`config.mk`:
```
export PLATFORM = sky130hd
export DESIGN_NAME = timed_leg_helm_sequencer_core
export DESIGN_NICKNAME = d
export VERILOG_FILES = /design/src/rtl/tlhs_pkg.sv /design/src/rtl/tlhs_sqdist.sv /design/src/rtl/tlhs_isqrt.sv /design/src/rtl/tlhs_window.sv /design/src/rtl/timed_leg_helm_sequencer_core.sv
export VERILOG_INCLUDE_DIRS = /design/src /design/src/rtl
export SDC_FILE = /design/constraint.sdc
export NUM_CORES = 2
export LEC_CHECK = 0
export BUFFER_PORTS_ARGS = -buffer_cell sky130_fd_sc_hd__buf_2
export CAP_MARGIN = 20
export CORE_UTILIZATION = 57
export CTS_CLUSTER_SIZE = 28
export DETAILED_ROUTE_END_ITERATION = 6
export GPL_TIMING_DRIVEN = 0
export HOLD_SLACK_MARGIN = 0.08
export PLACE_DENSITY = 0.79
export SYNTH_ARGS = -nofsm -noshare
export SYNTH_HDL_FRONTEND = slang
export SYNTH_SLANG_ARGS = --single-unit
export TNS_END_PERCENT = 100
```
`constraint.sdc`:
```
create_clock -name clock -period 11.79 [get_ports clock]
set_clock_uncertainty 0.05 [all_clocks]
set_input_delay 0.5895 -clock clock [delete_from_list [all_inputs] [get_ports clock]]
set_output_delay 0.5895 -clock clock [all_outputs]
set_load 0.01 [all_outputs]
```
`src/rtl/assert_macros.svh`:
```
// Assertion macros shared by the helm sequencer RTL.
// Needs signals named clock and reset in the module that uses them.
`ifndef ASSERT_MACROS_SVH
`define ASSERT_MACROS_SVH

// Property must hold at every clock edge outside reset.
`define ASSERT_ALWAYS(lbl, prop, msg) \
   lbl: assert property (@(posedge clock) disable iff (reset) prop) \
      else $error(msg);

// Condition must never be seen outside reset.
`define ASSERT_NEVER(lbl, cond, msg) \
   lbl: assert property (@(posedge clock) disable iff (reset) !(cond)) \
      else $error(msg);

`endif

```
`src/rtl/tlhs_pkg.sv`:
```
// Shared constants and types for the timed-leg helm sequencer.
// No dependencies; used by every module of the block.
`default_nettype none

package tlhs_pkg;

   // window and tick counter
   localparam int WINDOW_LEN = 10;
   localparam int TICK_BITS  = 16;

   // datapath widths
   localparam int POS_W   = 24;
   localparam int MAG_W   = POS_W;
   localparam int SQ_W    = 2 * MAG_W + 1;
   localparam int DIST_W  = (SQ_W + 1) / 2;
   localparam int RAD_W   = 2 * DIST_W;
   localparam int SUM_W   = DIST_W + $clog2(WINDOW_LEN);
   localparam int PTR_W   = $clog2(WINDOW_LEN);
   localparam int FILL_W  = $clog2(WINDOW_LEN + 1);

   // interface widths
   localparam int LEG_W       = 2;
   localparam int HEAD_W      = 9;
   localparam int SPEED_W     = 10;
   localparam int LEG_TICKS_W = 16;
   localparam int CSR_IDX_W   = 4;
   localparam int CSR_DATA_W  = 16;
   localparam int CMP_W       = (TICK_BITS > LEG_TICKS_W) ? TICK_BITS : LEG_TICKS_W;

   // request operations
   localparam logic OP_REPORT = 1'b0;
   localparam logic OP_TICK   = 1'b1;

   // legs
   localparam logic [LEG_W-1:0] LEG_EAST      = 2'd0;
   localparam logic [LEG_W-1:0] LEG_SOUTH     = 2'd1;
   localparam logic [LEG_W-1:0] LEG_NORTHWEST = 2'd2;
   localparam logic [LEG_W-1:0] LEG_RECOVER   = 2'd3;

   // headings in degrees
   localparam logic signed [HEAD_W-1:0] HEAD_EAST      = 9'sd90;
   localparam logic signed [HEAD_W-1:0] HEAD_SOUTH     = 9'sd180;
   localparam logic signed [HEAD_W-1:0] HEAD_NORTHWEST = -9'sd45;
   localparam logic signed [HEAD_W-1:0] HEAD_RECOVER   = 9'sd0;

   // register indexes
   localparam logic [CSR_IDX_W-1:0] REG_EAST_TICKS  = 4'd0;
   localparam logic [CSR_IDX_W-1:0] REG_SOUTH_TICKS = 4'd1;
   localparam logic [CSR_IDX_W-1:0] REG_CRUISE      = 4'd2;

   // register reset values
   localparam logic [LEG_TICKS_W-1:0] EAST_TICKS_RST  = 16'd60;
   localparam logic [LEG_TICKS_W-1:0] SOUTH_TICKS_RST = 16'd60;
   localparam logic [SPEED_W-1:0]     CRUISE_RST      = 10'd150;

   // window unit result
   typedef struct packed {
      logic done;
      logic recover;
   } win_res_type;

endpackage

`default_nettype wire

```
`src/rtl/tlhs_sqdist.sv`:
```
// Bit-serial sum of squares |dx|^2 + |dy|^2, one multiplier bit per cycle.
// Depends on tlhs_pkg.
`default_nettype none

module tlhs_sqdist (
   input  wire logic                       clock,
   input  wire logic                       reset,
   input  wire logic                       start,
   input  wire logic [tlhs_pkg::MAG_W-1:0] mag_x,
   input  wire logic [tlhs_pkg::MAG_W-1:0] mag_y,
   output logic                            done,
   output logic [tlhs_pkg::SQ_W-1:0]       sq_sum
);

   localparam int CNT_W = $clog2(tlhs_pkg::MAG_W + 1);

   logic                       busy_ff, busy_in;
   logic                       done_ff, done_in;
   logic [CNT_W-1:0]           cnt_ff, cnt_in;
   logic [tlhs_pkg::MAG_W-1:0] ax_ff, ax_in, ay_ff, ay_in;
   logic [tlhs_pkg::MAG_W-1:0] mx_ff, mx_in, my_ff, my_in;
   logic [tlhs_pkg::SQ_W-1:0]  acc_ff, acc_in;
   logic [tlhs_pkg::SQ_W-1:0]  pp_x, pp_y;

   always_comb begin
      busy_in = busy_ff;
      done_in = 1'b0;
      cnt_in  = cnt_ff;
      ax_in   = ax_ff;
      ay_in   = ay_ff;
      mx_in   = mx_ff;
      my_in   = my_ff;
      acc_in  = acc_ff;
      pp_x    = mx_ff[tlhs_pkg::MAG_W-1] ? tlhs_pkg::SQ_W'(ax_ff) : '0;
      pp_y    = my_ff[tlhs_pkg::MAG_W-1] ? tlhs_pkg::SQ_W'(ay_ff) : '0;
      if (start) begin
         busy_in = 1'b1;
         cnt_in  = CNT_W'(tlhs_pkg::MAG_W);
         ax_in   = mag_x;
         ay_in   = mag_y;
         mx_in   = mag_x;
         my_in   = mag_y;
         acc_in  = '0;
      end else if (busy_ff) begin
         // msb first: shift accumulator, add both partial products
         acc_in = {acc_ff[tlhs_pkg::SQ_W-2:0], 1'b0} + pp_x + pp_y;
         mx_in  = {mx_ff[tlhs_pkg::MAG_W-2:0], 1'b0};
         my_in  = {my_ff[tlhs_pkg::MAG_W-2:0], 1'b0};
         cnt_in = cnt_ff - CNT_W'(1);
         if (cnt_ff == CNT_W'(1)) begin
            busy_in = 1'b0;
            done_in = 1'b1;
         end
      end
   end

   always_ff @(posedge clock) begin
      if (reset) begin
         busy_ff <= 1'b0;
         done_ff <= 1'b0;
         cnt_ff  <= '0;
      end else begin
         busy_ff <= busy_in;
         done_ff <= done_in;
         cnt_ff  <= cnt_in;
      end
   end

   always_ff @(posedge clock) begin
      ax_ff  <= ax_in;
      ay_ff  <= ay_in;
      mx_ff  <= mx_in;
      my_ff  <= my_in;
      acc_ff <= acc_in;
   end

   assign done   = done_ff;
   assign sq_sum = acc_ff;

endmodule

`default_nettype wire

```
`src/rtl/tlhs_isqrt.sv`:
```
// Digit-by-digit integer square root, one root bit per cycle.
// Depends on tlhs_pkg and assert_macros.svh.
`default_nettype none
`include "assert_macros.svh"

module tlhs_isqrt (
   input  wire logic                       clock,
   input  wire logic                       reset,
   input  wire logic                       start,
   input  wire logic [tlhs_pkg::SQ_W-1:0]  radicand,
   output logic                            done,
   output logic [tlhs_pkg::DIST_W-1:0]     root
);

   localparam int CNT_W = $clog2(tlhs_pkg::DIST_W + 1);
   localparam int REM_W = tlhs_pkg::DIST_W + 1;
   localparam int WRK_W = REM_W + 2;

   logic                        busy_ff, busy_in;
   logic                        done_ff, done_in;
   logic [CNT_W-1:0]            cnt_ff, cnt_in;
   logic [tlhs_pkg::RAD_W-1:0]  rad_ff, rad_in;
   logic [REM_W-1:0]            rem_ff, rem_in;
   logic [tlhs_pkg::DIST_W-1:0] root_ff, root_in;
   logic [WRK_W-1:0]            wrk, trial, diff;

   always_comb begin
      busy_in = busy_ff;
      done_in = 1'b0;
      cnt_in  = cnt_ff;
      rad_in  = rad_ff;
      rem_in  = rem_ff;
      root_in = root_ff;
      wrk     = {rem_ff, rad_ff[tlhs_pkg::RAD_W-1 -: 2]};
      trial   = WRK_W'({root_ff, 2'b01});
      diff    = wrk - trial;
      if (start) begin
         busy_in = 1'b1;
         cnt_in  = CNT_W'(tlhs_pkg::DIST_W);
         rad_in  = tlhs_pkg::RAD_W'(radicand);
         rem_in  = '0;
         root_in = '0;
      end else if (busy_ff) begin
         rad_in = {rad_ff[tlhs_pkg::RAD_W-3:0], 2'b00};
         if (wrk >= trial) begin
            rem_in  = diff[REM_W-1:0];
            root_in = {root_ff[tlhs_pkg::DIST_W-2:0], 1'b1};
         end else begin
            rem_in  = wrk[REM_W-1:0];
            root_in = {root_ff[tlhs_pkg::DIST_W-2:0], 1'b0};
         end
         cnt_in = cnt_ff - CNT_W'(1);
         if (cnt_ff == CNT_W'(1)) begin
            busy_in = 1'b0;
            done_in = 1'b1;
         end
      end
   end

   always_ff @(posedge clock) begin
      if (reset) begin
         busy_ff <= 1'b0;
         done_ff <= 1'b0;
         cnt_ff  <= '0;
      end else begin
         busy_ff <= busy_in;
         done_ff <= done_in;
         cnt_ff  <= cnt_in;
      end
   end

   always_ff @(posedge clock) begin
      rad_ff  <= rad_in;
      rem_ff  <= rem_in;
      root_ff <= root_in;
   end

   assign done = done_ff;
   assign root = root_ff;

   `ASSERT_NEVER(a_isqrt_restart, start && busy_ff, "square root restarted while busy")

endmodule

`default_nettype wire

```
`src/rtl/tlhs_window.sv`:
```
// Distance window: ring memory, running sum, serial divide and minimum check.
// Depends on tlhs_pkg and assert_macros.svh.
`default_nettype none
`include "assert_macros.svh"

module tlhs_window (
   input  wire logic                        clock,
   input  wire logic                        reset,
   input  wire logic                        start,
   input  wire logic [tlhs_pkg::DIST_W-1:0] dist_val,
   output tlhs_pkg::win_res_type            res
);

   localparam int CNT_W  = $clog2(tlhs_pkg::SUM_W + 1);
   localparam int DREM_W = $clog2(tlhs_pkg::WINDOW_LEN);
   localparam int T_W    = DREM_W + 1;

   localparam logic [1:0] W_IDLE = 2'd0;
   localparam logic [1:0] W_DIV  = 2'd1;
   localparam logic [1:0] W_CMP  = 2'd2;

   logic [tlhs_pkg::DIST_W-1:0] mem [tlhs_pkg::WINDOW_LEN];
   logic [tlhs_pkg::DIST_W-1:0] old_ff;

   logic [1:0]                   state_ff, state_in;
   logic [tlhs_pkg::PTR_W-1:0]   ptr_ff, ptr_in;
   logic [tlhs_pkg::FILL_W-1:0]  fill_ff, fill_in;
   logic [tlhs_pkg::SUM_W-1:0]   sum_ff, sum_in;
   logic [tlhs_pkg::DIST_W-1:0]  min_ff, min_in;
   logic [CNT_W-1:0]             cnt_ff, cnt_in;
   logic [tlhs_pkg::SUM_W-1:0]   dvd_ff, dvd_in;
   logic [tlhs_pkg::SUM_W-1:0]   quo_ff, quo_in;
   logic [DREM_W-1:0]            drem_ff, drem_in;
   tlhs_pkg::win_res_type        res_ff, res_in;

   logic                         full, full_after, wr_en;
   logic [tlhs_pkg::SUM_W-1:0]   sum_new;
   logic [T_W-1:0]               t_val, t_sub;
   logic [tlhs_pkg::DIST_W-1:0]  avg;

   always_comb begin
      full       = fill_ff == tlhs_pkg::FILL_W'(tlhs_pkg::WINDOW_LEN);
      full_after = full || (fill_ff == tlhs_pkg::FILL_W'(tlhs_pkg::WINDOW_LEN - 1));
      sum_new    = sum_ff - (full ? tlhs_pkg::SUM_W'(old_ff) : '0)
                 + tlhs_pkg::SUM_W'(dist_val);
      t_val      = {drem_ff, dvd_ff[tlhs_pkg::SUM_W-1]};
      t_sub      = t_val - T_W'(tlhs_pkg::WINDOW_LEN);
      avg        = quo_ff[tlhs_pkg::DIST_W-1:0];

      state_in = state_ff;
      ptr_in   = ptr_ff;
      fill_in  = fill_ff;
      sum_in   = sum_ff;
      min_in   = min_ff;
      cnt_in   = cnt_ff;
      dvd_in   = dvd_ff;
      quo_in   = quo_ff;
      drem_in  = drem_ff;
      res_in   = '0;
      wr_en    = 1'b0;

      case (state_ff)
         W_IDLE: begin
            if (start) begin
               wr_en  = 1'b1;
               sum_in = sum_new;
               if (fill_ff == '0) begin
                  min_in = dist_val;
               end
               if (!full) begin
                  fill_in = fill_ff + tlhs_pkg::FILL_W'(1);
               end
               if (ptr_ff == tlhs_pkg::PTR_W'(tlhs_pkg::WINDOW_LEN - 1)) begin
                  ptr_in = '0;
               end else begin
                  ptr_in = ptr_ff + tlhs_pkg::PTR_W'(1);
               end
               if (full_after) begin
                  state_in = W_DIV;
                  cnt_in   = CNT_W'(tlhs_pkg::SUM_W);
                  dvd_in   = sum_new;
                  quo_in   = '0;
                  drem_in  = '0;
               end else begin
                  res_in.done = 1'b1;
               end
            end
         end
         W_DIV: begin
            // restoring divide by the window length, one quotient bit a cycle
            dvd_in = {dvd_ff[tlhs_pkg::SUM_W-2:0], 1'b0};
            if (t_val >= T_W'(tlhs_pkg::WINDOW_LEN)) begin
               drem_in = t_sub[DREM_W-1:0];
               quo_in  = {quo_ff[tlhs_pkg::SUM_W-2:0], 1'b1};
            end else begin
               drem_in = t_val[DREM_W-1:0];
               quo_in  = {quo_ff[tlhs_pkg::SUM_W-2:0], 1'b0};
            end
            cnt_in = cnt_ff - CNT_W'(1);
            if (cnt_ff == CNT_W'(1)) begin
               state_in = W_CMP;
            end
         end
         W_CMP: begin
            res_in.done = 1'b1;
            if (avg < min_ff) begin
               min_in = avg;
            end else begin
               res_in.recover = 1'b1;
            end
            state_in = W_IDLE;
         end
         default: begin
            state_in = W_IDLE;
         end
      endcase
   end

   // ring memory: entries hold nothing until written
   always_ff @(posedge clock) begin
      if (wr_en) begin
         mem[ptr_ff] <= dist_val;
      end
      old_ff <= mem[ptr_ff];
   end

   always_ff @(posedge clock) begin
      if (reset) begin
         state_ff <= W_IDLE;
         ptr_ff   <= '0;
         fill_ff  <= '0;
         sum_ff   <= '0;
         min_ff   <= '0;
         cnt_ff   <= '0;
         res_ff   <= '0;
      end else begin
         state_ff <= state_in;
         ptr_ff   <= ptr_in;
         fill_ff  <= fill_in;
         sum_ff   <= sum_in;
         min_ff   <= min_in;
         cnt_ff   <= cnt_in;
         res_ff   <= res_in;
      end
   end

   always_ff @(posedge clock) begin
      dvd_ff  <= dvd_in;
      quo_ff  <= quo_in;
      drem_ff <= drem_in;
   end

   assign res = res_ff;

   `ASSERT_ALWAYS(a_win_ptr_range,
      ptr_ff <= tlhs_pkg::PTR_W'(tlhs_pkg::WINDOW_LEN - 1), "window pointer out of range")
   `ASSERT_ALWAYS(a_win_fill_range,
      fill_ff <= tlhs_pkg::FILL_W'(tlhs_pkg::WINDOW_LEN), "window fill out of range")

endmodule

`default_nettype wire

```
`src/rtl/timed_leg_helm_sequencer_core.sv`:
```
// Timed-leg helm sequencer, top level: request handling, leg sequencer, result register.
// Depends on tlhs_pkg, tlhs_sqdist, tlhs_isqrt, tlhs_window and assert_macros.svh.
// Report: accepted, no response. East, south or recover tick: response in the cycle
// after acceptance, one request per cycle unless a held response stalls. Northwest
// tick: squares, root, window (divide and minimum check once full), input stalled.
// Synchronous active-high reset: east leg, window empty, registers at defaults.
`default_nettype none
`include "assert_macros.svh"

module timed_leg_helm_sequencer_core (
   input  wire logic                                   clock,
   input  wire logic                                   reset,
   // request channel
   input  wire logic                                   req_valid,
   output logic                                        req_stall,
   input  wire logic                                   req_operation,
   input  wire logic signed [tlhs_pkg::POS_W-1:0]      req_pos_x,
   input  wire logic signed [tlhs_pkg::POS_W-1:0]      req_pos_y,
   // response channel
   output logic                                        rsp_valid,
   input  wire logic                                   rsp_stall,
   output logic [tlhs_pkg::LEG_W-1:0]                  rsp_leg_now,
   output logic signed [tlhs_pkg::HEAD_W-1:0]          rsp_heading_deg,
   output logic [tlhs_pkg::SPEED_W-1:0]                rsp_speed_cmd,
   output logic                                        rsp_recover_now,
   // register write channel
   input  wire logic                                   csr_valid,
   output logic                                        csr_ready,
   input  wire logic [tlhs_pkg::CSR_IDX_W-1:0]         csr_index,
   input  wire logic [tlhs_pkg::CSR_DATA_W-1:0]        csr_wdata
);

   localparam logic ST_IDLE  = 1'b0;
   localparam logic ST_RANGE = 1'b1;   // northwest tick in the serial units

   // registers
   logic [tlhs_pkg::LEG_TICKS_W-1:0] east_ticks_ff, east_ticks_in;
   logic [tlhs_pkg::LEG_TICKS_W-1:0] south_ticks_ff, south_ticks_in;
   logic [tlhs_pkg::SPEED_W-1:0]     cruise_ff, cruise_in;

   // sequencer state
   logic                             state_ff, state_in;
   logic [tlhs_pkg::LEG_W-1:0]       leg_ff, leg_in;
   logic [tlhs_pkg::TICK_BITS-1:0]   elapsed_ff, elapsed_in;
   logic                             have_start_ff, have_start_in;
   logic [tlhs_pkg::POS_W-1:0]       start_x_ff, start_x_in, start_y_ff, start_y_in;
   logic [tlhs_pkg::POS_W-1:0]       latest_x_ff, latest_x_in, latest_y_ff, latest_y_in;

   // response register
   logic                             rsp_valid_ff, rsp_valid_in;
   logic [tlhs_pkg::LEG_W-1:0]       rsp_leg_ff;
   logic signed [tlhs_pkg::HEAD_W-1:0] rsp_head_ff;
   logic [tlhs_pkg::SPEED_W-1:0]     rsp_speed_ff;
   logic                             rsp_rec_ff;

   // internal
   logic                             req_fire, csr_fire;
   logic                             load_rsp, out_entered;
   logic [tlhs_pkg::LEG_W-1:0]       out_leg;
   logic signed [tlhs_pkg::HEAD_W-1:0] out_head;
   logic [tlhs_pkg::SPEED_W-1:0]     out_speed;
   logic [tlhs_pkg::TICK_BITS-1:0]   elapsed_inc;
   logic [tlhs_pkg::LEG_TICKS_W-1:0] leg_dur;
   logic                             leg_done;
   logic                             sq_start, sq_done, rt_done;
   logic [tlhs_pkg::POS_W:0]         dx, dy, ndx, ndy;
   logic [tlhs_pkg::MAG_W-1:0]       mag_x, mag_y;
   logic [tlhs_pkg::SQ_W-1:0]        sq_sum;
   logic [tlhs_pkg::DIST_W-1:0]      root;
   tlhs_pkg::win_res_type            win_res;

   // one request at a time; a held response also holds off the next request
   assign req_stall = (state_ff == ST_RANGE) | (rsp_valid_ff & rsp_stall);
   assign req_fire  = req_valid & ~req_stall;
   assign csr_ready = 1'b1;
   assign csr_fire  = csr_valid & csr_ready;

   // register writes, masked to width
   always_comb begin
      east_ticks_in  = east_ticks_ff;
      south_ticks_in = south_ticks_ff;
      cruise_in      = cruise_ff;
      if (csr_fire) begin
         case (csr_index)
            tlhs_pkg::REG_EAST_TICKS:  east_ticks_in  = csr_wdata;
            tlhs_pkg::REG_SOUTH_TICKS: south_ticks_in = csr_wdata;
            tlhs_pkg::REG_CRUISE:      cruise_in      = csr_wdata[tlhs_pkg::SPEED_W-1:0];
            default: ;
         endcase
      end
   end

   // distance from start, magnitudes of the 25-bit differences fit 24 bits
   always_comb begin
      dx    = {latest_x_ff[tlhs_pkg::POS_W-1], latest_x_ff}
            - {start_x_ff[tlhs_pkg::POS_W-1], start_x_ff};
      dy    = {latest_y_ff[tlhs_pkg::POS_W-1], latest_y_ff}
            - {start_y_ff[tlhs_pkg::POS_W-1], start_y_ff};
      ndx   = -dx;
      ndy   = -dy;
      mag_x = dx[tlhs_pkg::POS_W] ? ndx[tlhs_pkg::MAG_W-1:0] : dx[tlhs_pkg::MAG_W-1:0];
      mag_y = dy[tlhs_pkg::POS_W] ? ndy[tlhs_pkg::MAG_W-1:0] : dy[tlhs_pkg::MAG_W-1:0];
   end

   // timed legs: saturating count, switch once past the duration
   always_comb begin
      elapsed_inc = (elapsed_ff == '1) ? elapsed_ff
                  : elapsed_ff + tlhs_pkg::TICK_BITS'(1);
      leg_dur     = (leg_ff == tlhs_pkg::LEG_EAST) ? east_ticks_ff : south_ticks_ff;
      leg_done    = tlhs_pkg::CMP_W'(elapsed_inc) > tlhs_pkg::CMP_W'(leg_dur);
   end

   // sequencer
   always_comb begin
      state_in      = state_ff;
      leg_in        = leg_ff;
      elapsed_in    = elapsed_ff;
      have_start_in = have_start_ff;
      start_x_in    = start_x_ff;
      start_y_in    = start_y_ff;
      latest_x_in   = latest_x_ff;
      latest_y_in   = latest_y_ff;
      load_rsp      = 1'b0;
      out_leg       = leg_ff;
      out_entered   = 1'b0;
      sq_start      = 1'b0;

      if (req_fire && (req_operation == tlhs_pkg::OP_REPORT)) begin
         latest_x_in = req_pos_x;
         latest_y_in = req_pos_y;
         if (!have_start_ff) begin
            start_x_in    = req_pos_x;
            start_y_in    = req_pos_y;
            have_start_in = 1'b1;
         end
      end

      if (req_fire && (req_operation == tlhs_pkg::OP_TICK)) begin
         case (leg_ff)
            tlhs_pkg::LEG_EAST, tlhs_pkg::LEG_SOUTH: begin
               load_rsp = 1'b1;
               if (leg_done) begin
                  elapsed_in = '0;
                  out_leg    = (leg_ff == tlhs_pkg::LEG_EAST) ? tlhs_pkg::LEG_SOUTH
                             : tlhs_pkg::LEG_NORTHWEST;
                  leg_in     = out_leg;
               end else begin
                  elapsed_in = elapsed_inc;
               end
            end
            tlhs_pkg::LEG_NORTHWEST: begin
               state_in = ST_RANGE;
               sq_start = 1'b1;
            end
            default: begin
               load_rsp = 1'b1;   // recovery is terminal
            end
         endcase
      end

      if ((state_ff == ST_RANGE) && win_res.done) begin
         state_in = ST_IDLE;
         load_rsp = 1'b1;
         if (win_res.recover) begin
            leg_in      = tlhs_pkg::LEG_RECOVER;
            out_leg     = tlhs_pkg::LEG_RECOVER;
            out_entered = 1'b1;
         end
      end
   end

   // response fields from the updated leg
   always_comb begin
      out_speed = cruise_ff;
      case (out_leg)
         tlhs_pkg::LEG_EAST:      out_head = tlhs_pkg::HEAD_EAST;
         tlhs_pkg::LEG_SOUTH:     out_head = tlhs_pkg::HEAD_SOUTH;
         tlhs_pkg::LEG_NORTHWEST: out_head = tlhs_pkg::HEAD_NORTHWEST;
         default: begin
            out_head  = tlhs_pkg::HEAD_RECOVER;
            out_speed = '0;
         end
      endcase
      rsp_valid_in = load_rsp | (rsp_valid_ff & rsp_stall);
   end

   always_ff @(posedge clock) begin
      if (reset) begin
         east_ticks_ff  <= tlhs_pkg::EAST_TICKS_RST;
         south_ticks_ff <= tlhs_pkg::SOUTH_TICKS_RST;
         cruise_ff      <= tlhs_pkg::CRUISE_RST;
         state_ff       <= ST_IDLE;
         leg_ff         <= tlhs_pkg::LEG_EAST;
         elapsed_ff     <= '0;
         have_start_ff  <= 1'b0;
         start_x_ff     <= '0;
         start_y_ff     <= '0;
         latest_x_ff    <= '0;
         latest_y_ff    <= '0;
         rsp_valid_ff   <= 1'b0;
      end else begin
         east_ticks_ff  <= east_ticks_in;
         south_ticks_ff <= south_ticks_in;
         cruise_ff      <= cruise_in;
         state_ff       <= state_in;
         leg_ff         <= leg_in;
         elapsed_ff     <= elapsed_in;
         have_start_ff  <= have_start_in;
         start_x_ff     <= start_x_in;
         start_y_ff     <= start_y_in;
         latest_x_ff    <= latest_x_in;
         latest_y_ff    <= latest_y_in;
         rsp_valid_ff   <= rsp_valid_in;
      end
   end

   always_ff @(posedge clock) begin
      if (load_rsp) begin
         rsp_leg_ff   <= out_leg;
         rsp_head_ff  <= out_head;
         rsp_speed_ff <= out_speed;
         rsp_rec_ff   <= out_entered;
      end
   end

   assign rsp_valid       = rsp_valid_ff;
   assign rsp_leg_now     = rsp_leg_ff;
   assign rsp_heading_deg = rsp_head_ff;
   assign rsp_speed_cmd   = rsp_speed_ff;
   assign rsp_recover_now = rsp_rec_ff;

   // serial distance chain: squares, root, window
   tlhs_sqdist u_sqdist (
      .clock  (clock),
      .reset  (reset),
      .start  (sq_start),
      .mag_x  (mag_x),
      .mag_y  (mag_y),
      .done   (sq_done),
      .sq_sum (sq_sum)
   );

   tlhs_isqrt u_isqrt (
      .clock    (clock),
      .reset    (reset),
      .start    (sq_done),
      .radicand (sq_sum),
      .done     (rt_done),
      .root     (root)
   );

   tlhs_window u_window (
      .clock    (clock),
      .reset    (reset),
      .start    (rt_done),
      .dist_val (root),
      .res      (win_res)
   );

   `ASSERT_ALWAYS(a_range_no_pending, (state_ff == ST_RANGE) |-> !rsp_valid_ff,
      "response pending during northwest tick")
   `ASSERT_ALWAYS(a_win_done_in_range, win_res.done |-> (state_ff == ST_RANGE),
      "window result outside northwest tick")

endmodule

`default_nettype wire
```
**Word-level counts from Yosys, hierarchy flattened**

Memory sizes are Yosys's and may differ from the RTL's. A register that Yosys moved wholly into a read port is not among the register bits.
Index checks and enable logic that the tools add are counted.

- Add/subtract/negate cells: 16
- $lt $le $gt $ge: 4
- Equal/unequal tests: 20
- Multiplexer cells: 72
- Bitwise gates (word level): 11
- Reduce and logical (&&, ||, !) cells: 32

Operator list:

| kind | count |
|---|---|
| $mux 24 | 8 |
| $mux 25 | 6 |
| $pmux 25 s2 | 2 |
| $add 49x49->49 | 2 |
| $mux 49 | 2 |
| $mux 29 | 2 |
| $pmux 29 s2 | 1 |
| $sub 24x24->25 | 2 |
| $mux 16 | 3 |
| $neg 24->24 | 2 |
| $mux 5 | 6 |
| $add 29x25->29 | 1 |
| $sub 29x29->29 | 1 |
| $ge 28x27->1 | 1 |
| $pmux 9 s3 | 1 |
| $mux 26 | 1 |
| $sub 26x26->26 | 1 |
| $lt 25x25->1 | 1 |
| $mux 1 | 23 |
| $mux 2 | 9 |
| $add 16x1->16 const B | 1 |
| $eq 16x16->1 const B | 1 |
| $gt 16x16->1 | 1 |
| $mux 4 | 4 |
| other kinds (29) | 73 |

- Register bits: 570
- RAM bits: 250
- Input port bits: 74
- Output and inout bits: 25
- Logic and storage cells: 200
- Memories kept: 1

Memory list:

| name | depth | bits a word | rd ports | clocked after memory_dff | write ports | RTL line | source |
|---|---|---|---|---|---|---|---|
| u_window.mem | 10 | 25 | 1 | 1 | 1 | tlhs_window.sv:22 | `logic [tlhs_pkg::DIST_W-1:0] mem [tlhs_pkg::WINDOW_LEN];` |

**Depth between registers and ports, before layout**

- Depth in word-level cells: 10
- Depth in mapped cells: 22
- Gate-level depth less buffers: 20

**Modules after synthesis**

From an unflattened synthesis, not the netlist that was laid out.

- Cells, all modules: 4177
- Area total of the unflattened synthesis: 43752.0 µm²

Modules (own cells, without submodules):

| module | instances | cells each | area each (µm²) |
|---|---|---|---|
| tlhs_window | 1 | 1444 | 18614.1 |
| timed_leg_helm_sequencer_core | 1 | 1478 | 11307.1 |
| tlhs_sqdist | 1 | 675 | 7897.6 |
| tlhs_isqrt | 1 | 580 | 5933.2 |

**Worst setup path before layout**

OpenSTA, ideal clock, no wires.

- Path kind: register to register
- Start: register elapsed_ff[6] in the netlist's numbering
- End: register rsp_speed_ff (netlist bit rsp_speed_cmd[0]) (data pin)
- Setup time: 0.141 ns
- Arrival: 4.354 ns
- Required time: 11.599 ns
- Path slack: 7.245 ns
- Stages on the path, launching flop included: 22
- Path buffers: 2
- Clock period less this slack: 4.545 ns
- Path through: dfxtp_1 -> and4_1 -> nand4_1 -> nor3_1 -> and2_1 -> nand2b_1 -> clkbuf_1 -> mux2_2 -> ha_1 -> nor2b_1 -> o21a_1 -> o21a_1 -> o21a_1 -> o21a_1 -> o21ai_0 -> a21oi_1 -> o22a_1 -> a311oi_1 -> inv_1 -> ha_1 -> clkbuf_1 -> nor2b_1

- Cells in the longest elaborated chain, start to end: 10

Ends and longest elaborated chain:

| what | RTL line | source |
|---|---|---|
| from (decl) | timed_leg_helm_sequencer_core.sv:44 | `logic [tlhs_pkg::TICK_BITS-1:0] elapsed_ff, elapsed_in;` |
| from (signal assigned) | timed_leg_helm_sequencer_core.sv:207 | `elapsed_ff <= elapsed_in;` |
| $add 16x1->16 or $eq 16x16->1 (tied branches) | timed_leg_helm_sequencer_core.sv:108, timed_leg_helm_sequencer_core.sv:107 |  |
| $mux 16 (*) | timed_leg_helm_sequencer_core.sv:107 | `elapsed_inc = (elapsed_ff == '1) ? elapsed_ff` |
| $gt 16x16->1 (*) | timed_leg_helm_sequencer_core.sv:110 | `leg_done = tlhs_pkg::CMP_W'(elapsed_inc) > tlhs_pkg::CMP_W'(leg_dur);` |
| $mux 2 (*) (3 in a row) | -- |  |
| $mux 2 | -- |  |
| $mux 2 (*) | -- |  |
| net leg_in, one bit | timed_leg_helm_sequencer_core.sv:43 | `logic [tlhs_pkg::LEG_W-1:0] leg_ff, leg_in;` |
| $eq 2x2->1 (tied with other cells) | timed_leg_helm_sequencer_core.sv:175 | `case (out_leg)` |
| $reduce_or 3->1 (no source line) (*) | -- |  |
| to (signal assigned) | timed_leg_helm_sequencer_core.sv:221 | `rsp_speed_ff <= out_speed;` |
| to (decl) | timed_leg_helm_sequencer_core.sv:53 | `logic [tlhs_pkg::SPEED_W-1:0] rsp_speed_ff;` |

The timed path passes the listed nets; every way through them passes the cells marked *.
A chain may end at the register's enable or synchronous reset.

**Worst setup path in the final report**

- Start: register elapsed_ff[6] in the netlist's numbering
- End: register rsp_speed_ff (netlist bit rsp_speed_cmd[2]) (data pin)

Same word-level chain as after synthesis.

==> metrics.md <==
| Metric | Value |
|---|---|
| Vias/cell | `between 5 and 6` |
| End-of-flow core utilization | `0.647` |
| Hold Violations, Final | `0` |
| Drt drc | `0` |
| Initial core utilization | `0.580` |
| RSZ-0062 raised after global routing | `false` |
| CP Cell Sequence | `and4_1, nand4_1, nor3_1, and2_1, nand2b_1, clkbuf_1, mux2_2, ha_1, nor2b_1, o21a_1, o21a_1, o21a_1, o21a_1, o21ai_0, a21oi_1, o22a_1, a311oi_1, inv_1, ha_1, clkbuf_1, nor2b_1` |
| Ys flop type | `edfxtp_1` |
| CP max stage cell | `a311oi_1` |
| DIE HEIGHT | `about 280 µm` |
| Max_cap viols | `0` |
| HP Class | `in -> reg` |
| EDFF count, synth | `~470` |
| Synth Instances | `around 4100` |
| Met3 WL | `between 8000 and 9000 µm` |
| Average routed wire per standard cell | `between 20 and 25 µm` |
| Die X | `~280 µm` |
| Resized Gates After CTS | `0` |
| Kind of end point of the critical path | `flop` |
| Rows | `99` |
| Status | `completed` |
| Post-synthesis register bit count | `842` |
| Setup TNS | `0 ns` |
| CP peak stage delay | `roughly 0.62 ns` |
| CTS Buffer Depth | `3` |
| Worst Tran Pin Value | `1.09 ns` |
| CTS root buffer | `clkbuf_16` |
| Most frequent cell on the critical path | `o21a_1` |
| First-pass GRT wire length | `approximately 160000 µm` |
| Leakage power | `17.5 nW` |
| Core area | `approximately 73000 µm²` |
| FF+latch area | `approximately 22000 µm²` |
| TritonCTS clock tree | `built` |
| Area of the multi-input gates | `19100 µm²` |
| GRT overflow | `0` |
| Max Fclk | `0.180 GHz` |
| Seq/Total Area, Yosys | `0.507` |
| Max-slew violation count | `0` |
| Power density over the cells | `~150 nW/µm²` |
| Total CTS buffers | `86` |
| Worst vdd ir | `122 µV` |
| Aggregate global-route resource usage | `0.279` |
| Clk sink count | `between 800 and 900` |
| Crit share post-route | `0.472` |
| Synthesis Warnings | `0` |
| Num ports | `99` |
| 1st-iter DRT viols | `about 2700` |
| Mapped Area | `42600 µm²` |
| IO Port Bufs | `96` |
| Highest routed layer | `met4` |
| Mean Syn Cell Area | `10.4 µm²` |
| Vias in the first global route | `30466` |
| Tmin final | `approximately 5.6 ns` |
| Dpl cells | `about 5000` |
| Worst-path clk slew | `0.06 ns` |
| Die area | `between 70000 and 80000 µm²` |
| Synthesis-to-layout area growth | `11.5%` |
| Via count | `approximately 31000` |
| Reg2Reg Setup Slack | `~6.2 ns` |
| Worst setup SP type | `flop` |
| Met2 routed WL | `approximately 50000 µm` |
| Hold Buf Count CTS | `0` |
| Antenna violations before repair | `5` |
| Netlist cell types | `86` |
| Fin cells | `between 5000 and 6000` |
| Share of layout cells above drive strength 1 | `0.103` |
| Worst-Skew Late Latency | `0.67 ns` |
| H-tree depth | `3` |
| DRT Pass-1 Iters | `6` |
| Final setup vio count | `0` |
| Met1 wire length | `44100 µm` |
| Routed WL | `roughly 110000 µm` |
| CP Max Fanout | `10` |
| WP data arrival | `slightly above 6 ns` |
| Worst slew margin | `0.268` |
| Worst Path Required | `~12 ns` |
| Post-DP HPWL | `73800 µm` |
| Final nets | `around 4600` |
| Kind of critical path | `reg -> reg` |
| Largest net degree at the start of global routing | `33` |
| FFs w/ async S/R, synth | `0` |
| Final ANT Viol Nets | `0` |
| Post-CTS Setup Inserts | `0` |
| RePlAce Congestion | `between 0.9 and 1` |
| Syn nets | `between 4000 and 5000` |
| Fillers | `5514` |
==> sequential cells by signal (all words and copies together), names as in the netlist, 25 cells and up <==
register,flops
u_window.dvd_ff,29
u_window.old_ff,25
u_window.min_ff,25
u_isqrt.root,25
u_window.mem,250
u_isqrt.rad_ff,50
u_window.quo_ff,25
u_sqdist.sq_sum,49
u_window.sum_ff,29
u_isqrt.rem_ff,26
==> cells by family (layout without fill, tap and decap cells) <==
logic type      count (synthesis)  in the layout  share of synthesized area
simple gates                 1246           1246                      0.134
flops                         842            842                      0.507
compound gates                773            773                      0.114
buf+inv                       520            790                     0.0464
mux                           263            263                     0.0793
fa+ha+maj                     238            238                     0.0789
xor+xnor                      199            199                     0.0411
other cells                     1              7                  0.0000880
==> power by group <==
group	leakage, nW	switching (W)	internal (W)	total, W
registers	6.89	0.0000444	0.00317	0.00321
clock network	1.42	0.00124	0.00157	0.00280
logic	9.19	0.000675	0.000441	0.00112
total	17.5	0.00196	0.00518	0.00713
==> routing by layer <==
metal | GRT usage | vias up
li1 | - | 14740
met5 | 0 | -
met3 | 0.0511 | 251
met4 | 0.121 | 0
met2 | 0.450 | 1299
met1 | 0.369 | 14995
==> synthesized netlist by cell type, drive strengths merged, types with 14 or more instances <==
library cell | count | share of area
a311oi | 29 | 0.0060
a31oi | 17 | 0.0025
nand3b | 20 | 0.0035
nand3 | 52 | 0.0061
nand4 | 26 | 0.0038
mux2 | 95 | 0.025
nor2b | 66 | 0.0097
dfxtp | 370 | 0.17
nor3 | 73 | 0.0086
xor2 | 82 | 0.017
buf | 32 | 0.0033
mux2i | 118 | 0.028
xnor2 | 117 | 0.024
mux4 | 50 | 0.026
or3 | 14 | 0.0021
o21ai | 100 | 0.012
clkbuf | 165 | 0.015
nand2b | 21 | 0.0031
ha | 187 | 0.055
o211ai | 15 | 0.0029
nor2 | 250 | 0.022
and3 | 51 | 0.0075
a211oi | 79 | 0.014
and2 | 40 | 0.0059
a21o | 74 | 0.013
inv | 323 | 0.028
a21oi | 344 | 0.041
nand2 | 582 | 0.051
fa | 51 | 0.024
o21a | 21 | 0.0037
edfxtp | 472 | 0.33
==> path summary, 6_finish.rpt <==
| check | from | end | cells past startpoint |
|---|---|---|---|
| worst max register to register | elapsed_ff[6]$_SDFFE_PP0P_ | rsp_speed_cmd[2]$_SDFFCE_PN0P_ | 21 |
| worst min register to register | start_y_ff[15]$_SDFFE_PP0P_ | start_y_ff[15]$_SDFFE_PP0P_ | 2 |
| worst max-delay path | elapsed_ff[6]$_SDFFE_PP0P_ | rsp_speed_cmd[2]$_SDFFCE_PN0P_ | 21 |
| worst min-delay path | csr_wdata[10] | east_ticks_ff[10]$_SDFFE_PP0P_ | 3 |
==> cells in the final DEF, fill, tap and decap left out, types with 22 or more instances in the layout <==
master	n
a21o_1	74
mux2_2	95
nand2_1	582
xnor2_1	117
mux2i_1	118
nor2b_1	66
dfxtp_1	370
xor2_1	81
and3_1	51
ha_1	187
nand3_1	52
nand4_1	26
inv_1	321
o21ai_0	91
nor3_1	70
a21oi_1	343
clkbuf_16	87
clkbuf_1	176
a311oi_1	29
mux4_2	50
edfxtp_1	472
a211oi_1	79
buf_2	102
fa_1	51
nor2_1	242
and2_1	40
buf_1	22
==> final cells by class <==
| cell class | count | area share |
|---|---|---|
| clock buffers | 109 | 0.0492 |
| well taps | 959 | 0.0253 |
| diodes | 6 | 0.000316 |
| multi-input cells | 2720 | 0.402 |
| inverters | 323 | 0.0255 |
| flip-flops and latches | 842 | 0.454 |
| repair buffers | 109 | 0.0145 |
| clock inverters | 52 | 0.0124 |
| plain buffers | 197 | 0.0161 |
==> worst max-delay path, delay by kind of cell (launching register included) <==
| family | cells | cell delay (ns) |
|---|---|---|
| AOI/OAI and AO/OA | 8 | 1.87 |
| and+or+nand+nor | 7 | 1.44 |
| buffers and inverters | 3 | 0.66 |
| adders and majority gates | 2 | 0.62 |
| DFF | 1 | 0.43 |
| muxes | 1 | 0.36 |
==> metrics by stage <==
| step | setup slack (ns) | hold WS [ns] | power, W | cell area, µm² |
|---|---|---|---|---|
| 2_1_floorplan | 7.24 | 0.377 | 0.00409 | 42600 |
| 3_3_place_gp | 5.55 | 0.390 | 0.00434 | 44300 |
| 3_5_place_dp | 6.40 | 0.391 | 0.00436 | 44600 |
| 4_1_cts | 6.32 | 0.0941 | 0.00713 | 47500 |
| 5_1_grt | 5.90 | 0.107 | 0.00737 | 47500 |
| 6_report | 6.22 | 0.110 | 0.00713 | 47500 |
(Power assumes the default switching activity.)
